===== src/hdl/hvn_pkg.sv =====
package hvn_pkg;

  localparam int NUM_STAGES = 8;
  localparam int CORNER_W   = 24;
  localparam int WEIGHT_W   = 16;

  localparam logic [31:0] PRIME_X   = 32'd374761393;
  localparam logic [31:0] PRIME_Y   = 32'd668265263;
  localparam logic [31:0] MIX_MUL_A = 32'h7feb352d;
  localparam logic [31:0] MIX_MUL_B = 32'h846ca68b;

  localparam logic [16:0] ONE_16    = 17'h10000;
  localparam logic [17:0] SMOOTH_K  = 18'd196608;

  typedef logic [CORNER_W-1:0] corner_t;
  typedef logic [WEIGHT_W-1:0] weight_t;
  typedef logic [NUM_STAGES-1:0] stage_en_t;

  typedef struct packed {
    corner_t a;
    corner_t b;
    corner_t c;
    corner_t d;
  } corners_t;

endpackage


===== src/hdl/hvn_weight.sv =====
module hvn_weight import hvn_pkg::*; #(
  parameter int FRAC_BITS = 16
) (
  input  logic        clk,
  input  stage_en_t   stage_en,
  input  logic [31:0] coord,
  output weight_t     weight
);

  weight_t     t_nxt;
  weight_t     t0_r, t1_r;
  logic [31:0] tt_r;
  logic [17:0] k_w;
  logic [49:0] ss_r;
  weight_t     w_r;

  if (FRAC_BITS >= WEIGHT_W) begin : g_trunc
    assign t_nxt = coord[FRAC_BITS-1 -: WEIGHT_W];
  end else begin : g_widen
    assign t_nxt = {coord[FRAC_BITS-1:0], {(WEIGHT_W-FRAC_BITS){1'b0}}};
  end

  assign k_w = SMOOTH_K - {1'b0, t1_r, 1'b0};

  always_ff @(posedge clk) begin
    if (stage_en[0]) begin
      t0_r <= t_nxt;
    end
    if (stage_en[1]) begin
      tt_r <= {16'b0, t0_r} * {16'b0, t0_r};
      t1_r <= t0_r;
    end
    if (stage_en[2]) begin
      ss_r <= {18'b0, tt_r} * {32'b0, k_w};
    end
    if (stage_en[3]) begin
      w_r <= ss_r[47:32];
    end
  end

  assign weight = w_r;

endmodule


===== config.mk =====
export PLATFORM = sky130hd
export DESIGN_NAME = hvn_weight
export DESIGN_NICKNAME = d
export VERILOG_FILES = /design/src/hdl/hvn_pkg.sv /design/src/hdl/hvn_weight.sv
export SDC_FILE = /design/constraint.sdc
export NUM_CORES = 2
export LEC_CHECK = 0
export BUFFER_PORTS_ARGS = -buffer_cell sky130_fd_sc_hd__buf_2
export CAP_MARGIN = 15
export CORE_MARGIN = 8
export CORE_UTILIZATION = 50
export DETAILED_ROUTE_END_ITERATION = 8
export GPL_ROUTABILITY_DRIVEN = 0
export PLACE_DENSITY = 0.76
export SKIP_LAST_GASP = 1
export SYNTH_ARGS = -nofsm -noshare
export SYNTH_HDL_FRONTEND = slang
export SYNTH_SLANG_ARGS = --single-unit

===== constraint.sdc =====
create_clock -name clk -period 21 [get_ports clk]
set_input_delay 4.2 -clock clk [delete_from_list [all_inputs] [get_ports clk]]
set_output_delay 4.2 -clock clk [all_outputs]
set_load 0.02 [all_outputs]

== Yosys cells after proc, flatten, opt, wreduce, memory -nomap -nowiden ==
Cells that the tools add are included.
Widths: inputs -> output; s select.

* Register bits: 128
* Input bits: 41

* $add $sub $neg: 1
* $mul: 2

{| class="wikitable"
|+ Operator list
! cell !! number
|-
| $mul 32x18->48 || 1
|-
| $mul 16x16->32 || 1
|-
| $sub 18x17->18 const A || 1
|}

== Longest topological paths before layout ==
* Depth in word-level cells: 2
* Gate-level depth with buffers: 29
* Mapped depth without buffers: 27

== Least setup slack after synthesis ==
Ideal clock, no wire load.

* Path type: flip-flop to flip-flop
* Start point: register t1_r[6]
* End point: register ss_r[37], data pin
* Library setup time: 0.262 ns
* Arrival: 7.063 ns
* Required time: 20.738 ns
* Setup slack: 13.675 ns
* Stages on the path, launching flop included: 27
* Path buffers: 2
* Period minus slack after synthesis: 7.325 ns
* Path through: edfxtp_1 -> or4_4 -> nor4_2 -> nand2b_1 -> nor3_2 -> xor2_1 -> clkbuf_1 -> buf_2 -> and2_1 -> fa_1 -> fa_1 -> fa_1 -> fa_1 -> fa_1 -> inv_1 -> fa_1 -> inv_1 -> ha_1 -> a21o_1 -> a21o_1 -> a21oi_1 -> nor3_1 -> or3_1 -> o31a_1 -> o41ai_4 -> mux2i_1 -> nand3_1

* Cells in the longest elaborated chain, start to end: 2

{| class="wikitable"
|+ Ends and longest elaborated chain
! element !! RTL line !! RTL
|-
| from (decl) || hvn_weight.sv:11 || <nowiki>weight_t t0_r, t1_r;</nowiki>
|-
| from (signal assigned) || hvn_weight.sv:31 || <nowiki>t1_r <= t0_r;</nowiki>
|-
| $sub 18x17->18 || hvn_weight.sv:23 || <nowiki>assign k_w = SMOOTH_K - {1'b0, t1_r, 1'b0};</nowiki>
|-
| $mul 32x18->48 || hvn_weight.sv:34 || <nowiki>ss_r <= {18'b0, tt_r} * {32'b0, k_w};</nowiki>
|-
| to (signal assigned) || hvn_weight.sv:34 ||
|-
| to (decl) || hvn_weight.sv:14 || <nowiki>logic [49:0] ss_r;</nowiki>
|}

Every way passes these cells.
A chain may end at the register's enable or synchronous reset.

== Final worst setup path ==
* Start point: register t1_r[0]
* End point: register ss_r[46], data pin

The elaborated chain is that of the path after synthesis.

==> flow_summary.rst <==
.. list-table::
   :header-rows: 1

   * - Metric
     - Value
   * - Worst Max-Slew Pin Slew
     - 1149 ps
   * - Crit-path max cell delay
     - 880 ps
   * - Portion of the post-synthesis area used by sequential elements
     - 0.1067
   * - Starting density of the core
     - 0.5043
   * - Status
     - completed
   * - Detailed Routing Iterations Pass 1
     - 5
   * - Area inside the core boundary
     - 0.05245 sq mm
   * - PortBufs
     - 36
   * - Clock slew seen by the registers of the worst setup and hold paths
     - 80 ps
   * - Number of vias after detailed routing
     - 18490
   * - Leading cell type in the layout, fill and taps excluded
     - sky130_fd_sc_hd__inv_1
   * - DRC marker count from the first detailed-route iteration
     - 1058
   * - Final worst clock skew
     - 12.27 ps
   * - Number of register bits inferred by synthesis
     - 94
   * - Total congestion overflow
     - 0
   * - Detailed-route DRC error count
     - 0
   * - Critical path arrival
     - 8940 ps
   * - Setup repair after global routing missed its margin
     - no
   * - Master cell of the clock root buffer
     - sky130_fd_sc_hd__clkbuf_16
   * - Number of buffers inserted during clock tree synthesis
     - 9
   * - Max Fclk
     - 0.1135 GHz
   * - Remaining antenna violation count
     - 0
   * - Number of maximum-capacitance violations
     - 0
   * - Rel. slew slack
     - 0.2305
   * - Sink Count
     - 94
   * - Largest net degree at the start of global routing
     - 47
   * - Most frequent cell on the critical path
     - sky130_fd_sc_hd__fa_1
   * - Portion of synthesized cell area occupied by the leading cell type
     - 0.4496
   * - Later-pin clock latency in the skew report
     - 380 ps
   * - Half-perimeter wire length of the detailed placement result
     - 45.95 mm
   * - Number of placed I/O pins
     - 57
   * - Die area
     - 0.06051 sq mm
   * - Warnings, synthesis
     - 0
   * - Number of vias per cell
     - 5.315
   * - Global-route wire length before repair
     - 101.3 mm
   * - Crit path launch type
     - flop
   * - Ys flop type
     - sky130_fd_sc_hd__edfxtp_1
   * - Number of different library cells in the post-synthesis netlist
     - 59
   * - Mean Syn Cell Area
     - 9.385 sq um
   * - Synth area leaders
     - sky130_fd_sc_hd__fa_1 (45%), sky130_fd_sc_hd__ha_1 (12%), sky130_fd_sc_hd__inv_1 (11%), sky130_fd_sc_hd__edfxtp_1 (11%), sky130_fd_sc_hd__and2_1 (5.9%)
   * - Count of pins over their slew limit
     - 0
   * - Die height
     - 246.0 um
   * - Antenna violations before repair
     - 2
   * - Number of hold violations in the final report
     - 0
   * - Worst Path Max Fanout
     - 40
   * - Resize count post-CTS
     - 0
   * - Core Rows
     - 84
   * - Worst Setup Path Type
     - flop to flop
   * - Wire length per cell after detailed routing
     - 17.19 um
   * - GR Util All Layers
     - 0.2103
   * - Share of the clock period used by the worst path
     - 0.4195
   * - Synthesized netlist net count
     - 3697
   * - Minimum period implied by the final worst setup slack
     - 8810 ps
   * - Commonest non-fill, non-tap cells in the layout
     - sky130_fd_sc_hd__inv_1 (778), sky130_fd_sc_hd__fa_1 (594), sky130_fd_sc_hd__nand2_1 (396), sky130_fd_sc_hd__and2_1 (248), sky130_fd_sc_hd__ha_1 (244)
   * - Proportion of synthesized flip-flops having asynchronous set or reset
     - 0
   * - Sum of negative setup slack
     - 0 ps
   * - Type of element capturing the critical path
     - flop
   * - Post-synth design cell area
     - 0.02645 sq mm
   * - Area added between synthesis and finish
     - 4.703%
   * - Buffers inserted by post-CTS timing repair
     - 0
   * - Cts hold-fix bufs
     - 0
   * - Required time of the critical path
     - 21130 ps
   * - CTS tree
     - built
   * - Total setup violations reported at the end of the flow
     - 0
   * - Cell taking the most area after synthesis
     - sky130_fd_sc_hd__fa_1
   * - Width of the die
     - 246.0 um
   * - H-tree lvl count
     - 3
   * - Vias in the first global route
     - 20250
   * - Number of synthesized flops with an enable pin
     - 94
   * - Nets
     - 3664
   * - Worst hold path type
     - flop to flop
   * - DRT Wirelength
     - 59.81 mm
   * - Post-synthesis cell count
     - 2818
   * - Share of final-layout standard cells stronger than drive strength 1
     - 0.03728
   * - Crit path max-delay cell type
     - sky130_fd_sc_hd__xnor2_2
   * - Maximum clock path buffer count
     - 2
[Yosys cell counts (3+ instances only)]
library cell                instances
sky130_fd_sc_hd__nor3_1            18
sky130_fd_sc_hd__nand2_1          396
sky130_fd_sc_hd__a21oi_1           42
sky130_fd_sc_hd__o21bai_1           9
sky130_fd_sc_hd__or2_2              5
sky130_fd_sc_hd__a2111oi_0          3
sky130_fd_sc_hd__a21o_1            11
sky130_fd_sc_hd__nor4_1             8
sky130_fd_sc_hd__o31ai_1            4
sky130_fd_sc_hd__nand3_1           13
sky130_fd_sc_hd__and3_1             4
sky130_fd_sc_hd__nor2b_1           10
sky130_fd_sc_hd__xnor2_1           46
sky130_fd_sc_hd__edfxtp_1          94
sky130_fd_sc_hd__clkbuf_1          98
sky130_fd_sc_hd__and2_1           248
sky130_fd_sc_hd__fa_1             594
sky130_fd_sc_hd__nand2b_1           6
sky130_fd_sc_hd__o21a_1            11
sky130_fd_sc_hd__inv_1            778
sky130_fd_sc_hd__or3_1              4
sky130_fd_sc_hd__nor2_1            70
sky130_fd_sc_hd__nand4_1            3
sky130_fd_sc_hd__xor2_1            18
sky130_fd_sc_hd__o31a_1             3
sky130_fd_sc_hd__o211ai_1           5
sky130_fd_sc_hd__o21ai_0           24
sky130_fd_sc_hd__a211oi_1           6
sky130_fd_sc_hd__o311ai_0           3
sky130_fd_sc_hd__ha_1             244
[layout make-up]
class	instances	area, sq um
Timing Repair Buffer	56	330.3
Multi-Input combinational cell	1846	20460
Clock buffer	9	225.2
Inverter	778	2920
Fill cell	4604	24750
Antenna cell	1	2.502
Tap cell	688	860.8
Sequential cell	94	2823
Clock inverter	7	72.57
[logic make-up after synthesis]
| family | after synthesis | share of synthesized area |
|---|---|---|
| xor+xnor | 64 | 0.02119 |
| simple gates | 796 | 0.1438 |
| compound gates | 146 | 0.03771 |
| mux | 2 | 0.0008042 |
| buf+inv | 878 | 0.1247 |
| flops | 94 | 0.1067 |
| fa+ha+maj | 838 | 0.5650 |
[worst paths after layout]
path                                from        end  slack [ps]  depth (start not counted)
worst max-delay path             t1_r[0]   ss_r[46]       12190                         28
worst min-delay path            ss_r[41]  weight[9]         420                          0
worst max register to register   t1_r[0]   ss_r[46]       12190                         28
worst min register to register  ss_r[41]  weight[9]         420                          0
[state kept, by name, indices dropped and copies added, names as in the netlist]
register and cells:
t1_r 16, tt_r 30, t0_r 16, weight 16
ss_r 16
[critical path, delay by kind of cell, from the launching register on]
kind / cells / cell delay [ps]
fa+ha+maj: 7 / 3270
compound gates: 8 / 2300
buf+inv: 7 / 1040
xor+xnor: 2 / 1040
simple gates: 4 / 540
flops: 1 / 350
[stage by stage]
step | cells | area [sq um] | worst slack, ps | utilization | hold WS [ps]
6_report | 3479 | 27690 | 12190 | 0.5280 | 423.4
3_3_place_gp | 3462 | 27390 | 12380 | 0.5223 | 402.8
5_1_grt | 3478 | 27690 | 11830 | 0.5280 | 431.5
3_5_place_dp | 3462 | 27390 | 12290 | 0.5223 | 405.7
2_1_floorplan | 2818 | 26450 | 13670 | - | 400.3
4_1_cts | 3478 | 27690 | 12260 | 0.5280 | 426.3
[layer usage]
layer	up-vias	share of wire	track usage
li1	8163	-	-
met1	9523	0.40	0.2614
met2	664	0.49	0.3659
met3	141	0.066	0.02621
met4	0	0.044	0.09146
met5	-	0	0
Power is left out: the tool's default activity adds up to more than one toggle a clock period on the data nets, which glitch-free logic cannot reach.
